`src/rtl/core/aarm_pkg.sv`:
```
// ----------------------------------------------------------------------------
// Axis-angle rotation matrix package
// Shared constants and types: arctangent table, pi, CORDIC gain, payload types.
// ----------------------------------------------------------------------------
package aarm_pkg;

	localparam int PHASE_W   = 34;
	localparam int MAX_STEPS = 24;
	localparam int ONE_Q14   = 16384;

	localparam logic signed [PHASE_W-1:0] PI_Q29      = 34'sd1686629713;
	localparam logic signed [PHASE_W-1:0] HALF_PI_Q29 = 34'sd843314856;
	localparam longint                    GAIN_Q30    = 652032874;

	localparam logic signed [PHASE_W-1:0] ATAN_Q29 [MAX_STEPS] = '{
		34'sd421657428, 34'sd248918915, 34'sd131521918, 34'sd66762579,
		34'sd33510843,  34'sd16771758,  34'sd8387925,   34'sd4194219,
		34'sd2097141,   34'sd1048575,   34'sd524288,    34'sd262144,
		34'sd131072,    34'sd65536,     34'sd32768,     34'sd16384,
		34'sd8192,      34'sd4096,      34'sd2048,      34'sd1024,
		34'sd512,       34'sd256,       34'sd128,       34'sd64
	};

	typedef struct packed {
		logic signed [15:0] x;
		logic signed [15:0] y;
		logic signed [15:0] z;
	} axis_t;

	typedef struct packed {
		logic signed [15:0] col0_x;
		logic signed [15:0] col0_y;
		logic signed [15:0] col0_z;
		logic signed [15:0] col1_x;
		logic signed [15:0] col1_y;
		logic signed [15:0] col1_z;
		logic signed [15:0] col2_x;
		logic signed [15:0] col2_y;
		logic signed [15:0] col2_z;
	} mat_t;

endpackage

```
`src/rtl/core/aarm_cordic.sv`:
```
// ----------------------------------------------------------------------------
// Sine/cosine CORDIC pipeline
// Negates and range-reduces the angle, runs one rotation per stage and rounds
// the results to saturated Q1.14.
// ----------------------------------------------------------------------------
module aarm_cordic import aarm_pkg::*; #(
	parameter int CORDIC_STEPS = 16,
	parameter int FRAC_BITS    = 14
) (
	input  logic               clk,
	input  logic               arst_n,
	input  logic               in_valid,
	output logic               in_ready,
	input  logic signed [15:0] angle,
	input  axis_t              axis_in,
	output logic               out_valid,
	input  logic               out_ready,
	output logic signed [15:0] cos_out,
	output logic signed [15:0] sin_out,
	output axis_t              axis_out
);

	localparam int N     = CORDIC_STEPS;
	localparam int XW    = FRAC_BITS + 3;
	localparam int CW    = XW + 16;
	localparam int PW    = PHASE_W;
	localparam int SHR   = (FRAC_BITS >= 14) ? (FRAC_BITS - 14) : 0;
	localparam int SHL   = (FRAC_BITS < 14) ? (14 - FRAC_BITS) : 0;
	localparam int GSH   = 30 - FRAC_BITS;
	localparam longint GAIN_INIT = (GSH > 0) ?
		((GAIN_Q30 + ((64'sd1 << GSH) >>> 1)) >>> GSH) : GAIN_Q30;

	logic [N+1:0] v_s;
	logic [N+1:0] en;

	logic signed [XW-1:0] x_s  [N+1];
	logic signed [XW-1:0] y_s  [N+1];
	logic signed [PW-1:0] ph_s [N+1];
	logic                 flip_s [N+1];
	axis_t                ax_s [N+1];

	logic signed [15:0] cos_sc, sin_sc;
	axis_t              ax_sc;

	logic signed [17:0]   neg_ang;
	logic signed [PW-1:0] phi;
	logic signed [PW-1:0] phi_red;
	logic                 flip;
	logic signed [XW-1:0] cx, sy;

	function automatic logic signed [15:0] to_q14(input logic signed [XW-1:0] v);
		logic signed [CW-1:0] w;
		w = ((CW'(v) + ((CW'(1) <<< SHR) >>> 1)) >>> SHR) <<< SHL;
		if (w > CW'(ONE_Q14))
			return 16'(ONE_Q14);
		else if (w < -CW'(ONE_Q14))
			return -16'(ONE_Q14);
		else
			return w[15:0];
	endfunction

	always_comb begin
		en[N+1] = !v_s[N+1] || out_ready;
		for (int k = N; k >= 0; k--) begin
			en[k] = !v_s[k] || en[k+1];
		end
	end

	assign in_ready = en[0];

	always_ff @(posedge clk or negedge arst_n) begin
		if (!arst_n) begin
			v_s <= '0;
		end else begin
			if (en[0])
				v_s[0] <= in_valid;
			for (int k = 1; k <= N + 1; k++) begin
				if (en[k])
					v_s[k] <= v_s[k-1];
			end
		end
	end

	always_comb begin
		neg_ang = -18'(angle);
		phi     = {neg_ang, 16'b0};
		flip    = 1'b0;
		phi_red = phi;
		if (phi > HALF_PI_Q29) begin
			phi_red = phi - PI_Q29;
			flip    = 1'b1;
		end else if (phi < -HALF_PI_Q29) begin
			phi_red = phi + PI_Q29;
			flip    = 1'b1;
		end
	end

	always_ff @(posedge clk) begin
		if (en[0]) begin
			x_s[0]    <= XW'(GAIN_INIT);
			y_s[0]    <= '0;
			ph_s[0]   <= phi_red;
			flip_s[0] <= flip;
			ax_s[0]   <= axis_in;
		end
	end

	for (genvar i = 0; i < N; i++) begin : g_step
		logic signed [XW-1:0] dx, dy;
		assign dx = y_s[i] >>> i;
		assign dy = x_s[i] >>> i;
		always_ff @(posedge clk) begin
			if (en[i+1]) begin
				if (!ph_s[i][PW-1]) begin
					x_s[i+1]  <= x_s[i] - dx;
					y_s[i+1]  <= y_s[i] + dy;
					ph_s[i+1] <= ph_s[i] - ATAN_Q29[i];
				end else begin
					x_s[i+1]  <= x_s[i] + dx;
					y_s[i+1]  <= y_s[i] - dy;
					ph_s[i+1] <= ph_s[i] + ATAN_Q29[i];
				end
				flip_s[i+1] <= flip_s[i];
				ax_s[i+1]   <= ax_s[i];
			end
		end
	end

	assign cx = flip_s[N] ? -x_s[N] : x_s[N];
	assign sy = flip_s[N] ? -y_s[N] : y_s[N];

	always_ff @(posedge clk) begin
		if (en[N+1]) begin
			cos_sc <= to_q14(cx);
			sin_sc <= to_q14(sy);
			ax_sc  <= ax_s[N];
		end
	end

	assign out_valid = v_s[N+1];
	assign cos_out   = cos_sc;
	assign sin_out   = sin_sc;
	assign axis_out  = ax_sc;

endmodule

```
`config.mk`:
```
export PLATFORM = sky130hd
export DESIGN_NAME = aarm_cordic
export DESIGN_NICKNAME = d
export VERILOG_FILES = /design/src/rtl/core/aarm_pkg.sv /design/src/rtl/core/aarm_cordic.sv
export SDC_FILE = /design/constraint.sdc
export NUM_CORES = 2
export LEC_CHECK = 0
export BUFFER_PORTS_ARGS = -buffer_cell sky130_fd_sc_hd__buf_2
export CORE_MARGIN = 2
export CORE_UTILIZATION = 56
export CTS_CLUSTER_SIZE = 30
export DETAILED_ROUTE_END_ITERATION = 10
export PLACE_DENSITY = 0.72
export SETUP_SLACK_MARGIN = 0.15
export SYNTH_ARGS = -nofsm -noshare
export SYNTH_HDL_FRONTEND = slang
export SYNTH_SLANG_ARGS = --single-unit
```
`constraint.sdc`:
```
create_clock -name clk -period 16.83 [get_ports clk]
set_clock_uncertainty 0.2 [all_clocks]
set_input_delay 0.8415 -clock clk [delete_from_list [all_inputs] [get_ports clk]]
set_output_delay 0.8415 -clock clk [all_outputs]
set_load 0.02 [all_outputs]
```
### Word-level counts from Yosys, hierarchy flattened

Memory sizes are Yosys's and may differ from the RTL's. A register that Yosys moved wholly into a read port is not among the register bits.
Index checks and enable logic that the tools add are counted.

* RAM bits: 1989
* logic and storage cells: 405
* input port bits: 68
* register bits after elaboration: 50
* memories kept: 5
* output and inout port bits: 82

Memories
* ax_s: words 17, width 48, rd ports 17, clocked after memory_dff 1, wr ports 17, RTL line aarm_cordic.sv:40 `axis_t ax_s [N+1];`
* ph_s: words 17, width 34, rd ports 16, clocked after memory_dff 0, wr ports 17, RTL line aarm_cordic.sv:38 `logic signed [PW-1:0] ph_s [N+1];`
* x_s: words 17, width 17, rd ports 17, clocked after memory_dff 0, wr ports 17, RTL line aarm_cordic.sv:36 `logic signed [XW-1:0] x_s [N+1];`
* y_s: words 17, width 17, rd ports 17, clocked after memory_dff 0, wr ports 17, RTL line aarm_cordic.sv:37 `logic signed [XW-1:0] y_s [N+1];`
* flip_s: words 17, width 1, rd ports 17, clocked after memory_dff 0, wr ports 17, RTL line aarm_cordic.sv:39 `logic flip_s [N+1];`

* reduce and logical (&&, ||, !) cells: 38
* $add $sub $neg: 100
* bitwise gates (word level): 48
* muxes and demuxes: 186
* $lt $le $gt $ge: 6

Operators by type and width (number)
* 34-bit 2-to-1 mux: 18
* 17-bit 2-to-1 mux: 34
* 1-bit 2-to-1 mux: 132
* 34-bit by 21-bit adder with 34-bit output, second input constant: 2
* 34-bit by 21-bit subtractor with 34-bit output, second input constant: 2
* 1-bit OR: 48
* 17-bit by 10-bit adder with 17-bit output: 2
* 17-bit by 11-bit adder with 17-bit output: 2
* 17-bit by 12-bit adder with 17-bit output: 2
* 17-bit by 13-bit adder with 17-bit output: 2
* 17-bit by 14-bit adder with 17-bit output: 2
* 17-bit by 15-bit adder with 17-bit output: 2
* 17-bit by 16-bit adder with 17-bit output: 2
* 17-bit by 2-bit adder with 17-bit output: 2
* 17-bit by 3-bit adder with 17-bit output: 2
* 17-bit by 4-bit adder with 17-bit output: 2
* 17-bit by 5-bit adder with 17-bit output: 2
* 17-bit by 6-bit adder with 17-bit output: 2
* 17-bit by 7-bit adder with 17-bit output: 2
* 17-bit by 8-bit adder with 17-bit output: 2
* 17-bit by 9-bit adder with 17-bit output: 2
* 34-bit by 16-bit adder with 34-bit output, second input constant: 1
* 34-bit by 17-bit adder with 34-bit output, second input constant: 1
* 34-bit by 18-bit adder with 34-bit output, second input constant: 1
* 54 further kinds: 109

### Depth between registers and ports, before layout

* depth in word-level cells: 21
* gate-level depth with buffers: 27
* mapped depth without buffers: 25

### Least setup slack after synthesis

Ideal clock, no wire load.

* path kind: input to register
* start point: input port out_ready
* end point: memory ph_s[2][33] in the netlist's numbering (data pin)
* data arrival time: 10.147 ns
* stages: 24
* setup time: 0.262 ns
* data required time: 16.368 ns
* path slack: 6.221 ns
* cell sequence: nand3b_4 nor2_4 inv_2 or2_2 buf_2 nor2_4 inv_2 nor3_4 nand2_1 nor2_2 nand2_1 nand2_1 inv_1 ha_1 a21o_1 a21o_1 a221oi_1 o21ai_0 a21o_1 a31o_2 o221a_2 a211oi_1 o21bai_1 xor2_1

RTL lines
* from (decl): RTL line aarm_cordic.sv:17 `input logic out_ready,`
* to (decl): RTL line aarm_cordic.sv:38

==> results.md <==
* Status: completed
* Cell Area, Synth at between 100000 and 150000 um2
* ANT cells at 0
* Clock buffer depth at 3
* Area delta synth->final at 10.65%
* Syn Inst Count at between 8000 and 9000
* Drt wl/cell at between 15 and 20 um
* Slew Limit Fails at 0
* Grt ovf at 0
* Area leader, netlist: edfxtp_1
* Avg Vias per Cell at between 5 and 6
* Crit-path max cell delay at roughly 0.77 ns
* R2r startpoint: v_s[17]
* CP max stage cell: nand2_2
* GRT Util Overall at approximately a fifth
* Async SR Flop Fraction at less than 1%
* Final Hold Slack at between 0.15 and 0.2 ns
* CP arrival at a little over 10 ns
* Final net count at roughly 9600
* Min Tclk post-route at between 9 and 10 ns
* Buffers plus inverters on the worst setup path at 4
* Setup-failing EPs final at 0
* Fin worst setup slack at approximately 7 ns
* Post-Syn Area per Cell at between 10 and 15 um2
* Synth area leaders: edfxtp_1 55%, ha_1 11%, xnor2_1 5.7%
* RSZ-0062 raised after global routing: no
* Inserted Clock Buffers at 190
* FF+latch count, synth at 1858
* Initial antenna violation count at 2
* # clock sinks at roughly 1900
* Most common cell in the synthesized netlist: edfxtp_1
* Worst min path class: flop to flop
* Count of different cell masters after synthesis at around 100
* Final HPWL DP at 139700 um
* Reg clk slew, reported paths at around 0.070 ns
* Core Box Area at ~180000 um2
* Post-synth EDFFs at 1840
* H-tree levels at 4
* First-pass DRT Iterations at 6
* Finished Cell Area at 110800 um2
* Synth top cells by count: 1840 x edfxtp_1, 907 x ha_1, 650 x xnor2_1
* 1st-iter DRT viols at ~3700
* Setup tns final at 0 ns
* Critical-path cell list: nand3b_4 -> nor2_4 -> inv_2 -> or2_2 -> nor2_4 -> inv_2 -> nor3_4 -> nand2_2 -> nor2_2 -> nand2_2 -> nand2_1 -> buf_4 -> inv_1 -> ha_1 -> o21bai_1 -> a2111oi_0 -> o22ai_1 -> a21o_1 -> a31o_2 -> o221a_2 -> a211oi_1 -> o21bai_1 -> xor2_1
* CTS tree: done
* Post-CTS setup buffers at 0
* Filler cells at between 10000 and 15000
* Crit Path Class: flop to flop
* Max Fclk at roughly 100 MHz
* Global-route wire length before repair at ~310000 um
* Critical path's top delay family: simple AND/OR/NAND/NOR gates
* Placement Cell Area at around 100000 um2
* Post-route clock period utilization at between 50% and 60%
* Root Buffer: clkbuf_16
* Slew at the pin closest to its max-slew limit at 1.216 ns
* Pin count of the biggest net entering global routing at 82
* Critical Path Source Type: flop
* Setup crit end kind: flop
* DIE AREA at roughly 180000 um2
* Crit Path Max Fanout at 52
* Sequential element share of the synthesized area at 55.65%
* Post-Place Worst Slack at around 6.6 ns
* Top_reg_cell synth: edfxtp_1
* Final wirelength at about 190000 um
* Final hold vios at 0
* Clk_lat worst skew at roughly 0.85 ns
* FP Rows at 155
* Hold Crit Start: flip_s[1][4]
* Drc violations at 0
* Port Buffers at 149
* Die width at 426.8 um
* Share of layout cells above drive strength 1 at under 10%
* Warnings from Yosys at 0
* Slew margin rel. at between 10% and 20%
* Starting density of the core at 56.23%
* GP Congestion at between 0.8 and 0.9
* ANT nets after route at 0
* Vias in the first global route at between 60000 and 70000
* I/O pin count at 150
* WP data required at 17.18 ns
* Synth top area share at a little under three fifths
* CP Launch Point: v_s[17]
* Max-cap check violation count at 0
* Via count at about 62000
* Chip height at 426.8 um
==> registers in the layout (all words and copies together) (netlist names) <==
| signal | flops |
|---|---|
| ax_s | 816 |
| ph_s | 422 |
| y_s | 254 |
| x_s | 252 |
| axis_out | 48 |
| v_s | 18 |
| cos_out | 16 |
| flip_s | 16 |
| sin_out | 16 |
==> metrics by stage <==
stage                     util [%]  std cells
final                        62.22      11050
after global routing         62.22      11050
after CTS                    62.22      11050
after detailed placement     58.36      10649
after global placement       58.36      10649
after floorplan                  -       8181
==> worst paths after layout <==
check	end	slack, ns	depth (start not counted)
worst max-delay path	ph_s[2][33]	7.00	23
worst min-delay path	flip_s[1][5]	0.18	0
worst max register to register	ph_s[2][33]	7.00	23
worst min register to register	flip_s[1][5]	0.18	0
max in group asynchronous	v_s[11]	15.48	2
min in group asynchronous	v_s[3]	0.37	2
==> what timing repair did <==
| action | 4_1_cts | 5_1_grt |
|---|---|---|
| hold buffers | 50 | 0 |
| gates resized for setup | 0 | 0 |
| endpoints found under the setup margin | 0 | 0 |
| hold endpoints to repair | 67 | 0 |
==> layout make-up <==
type | instances | area (um2) | area share (%)
multi-input combinational | 5736 | 42250 | 38.14
clock buffer | 236 | 4977 | 4.493
tap | 2355 | 2947 | 2.660
clock inverter | 115 | 1394 | 1.258
inverter | 503 | 1888 | 1.705
sequential | 1858 | 55700 | 50.29
timing repair buffer | 247 | 1607 | 1.450
==> worst register-to-register path: stages, from the launching register on <==
cell and delay, ns:
dfrtp_1 0.47, nand3b_4 0.59, nor2_4 0.43, inv_2 0.06
or2_2 0.32, nor2_4 0.25, inv_2 0.48, nor3_4 0.63
nand2_2 0.78, nor2_2 0.56, nand2_2 0.73, nand2_1 0.28
buf_4 0.38, inv_1 0.57, ha_1 0.40, o21bai_1 0.19
a2111oi_0 0.49, o22ai_1 0.30, a21o_1 0.27, a31o_2 0.27
o221a_2 0.29, a211oi_1 0.33, o21bai_1 0.13, xor2_1 0.15
==> cells by family after synthesis <==
logic type / share of synthesized area, %
AOI/OAI and AO/OA: 12.23
xor gates and xnor gates: 8.321
adders and majority gates: 12.21
buffers and inverters: 2.230
DFF: 55.65
muxes: 0.2850
other: 0.007502
and+or+nand+nor: 9.074
==> cells in the final DEF (no fill, tap or decap), types with 70 or more instances in the layout <==
cell and n:
buf_2 149, nand3_1 224, nor3_1 201, and3_1 70, o21bai_1 151, nor2_1 516, a21o_1 219, edfxtp_1 1840
ha_1 907, nand2b_1 73, a21oi_1 619, xor2_1 294, nand2_1 466, clkbuf_16 190, xnor2_1 650, o21a_1 78
o21ai_0 333, o31ai_1 72, inv_1 484
==> layer usage <==
layer	track usage, %	wire (um)
met1	26.37	82030
met3	2.664	6395
met4	7.793	6641
met5	0	0
met2	38.15	98590
Power is not shown: default switching activity piles up to over one toggle a cycle in this logic, so the estimate is an artifact.
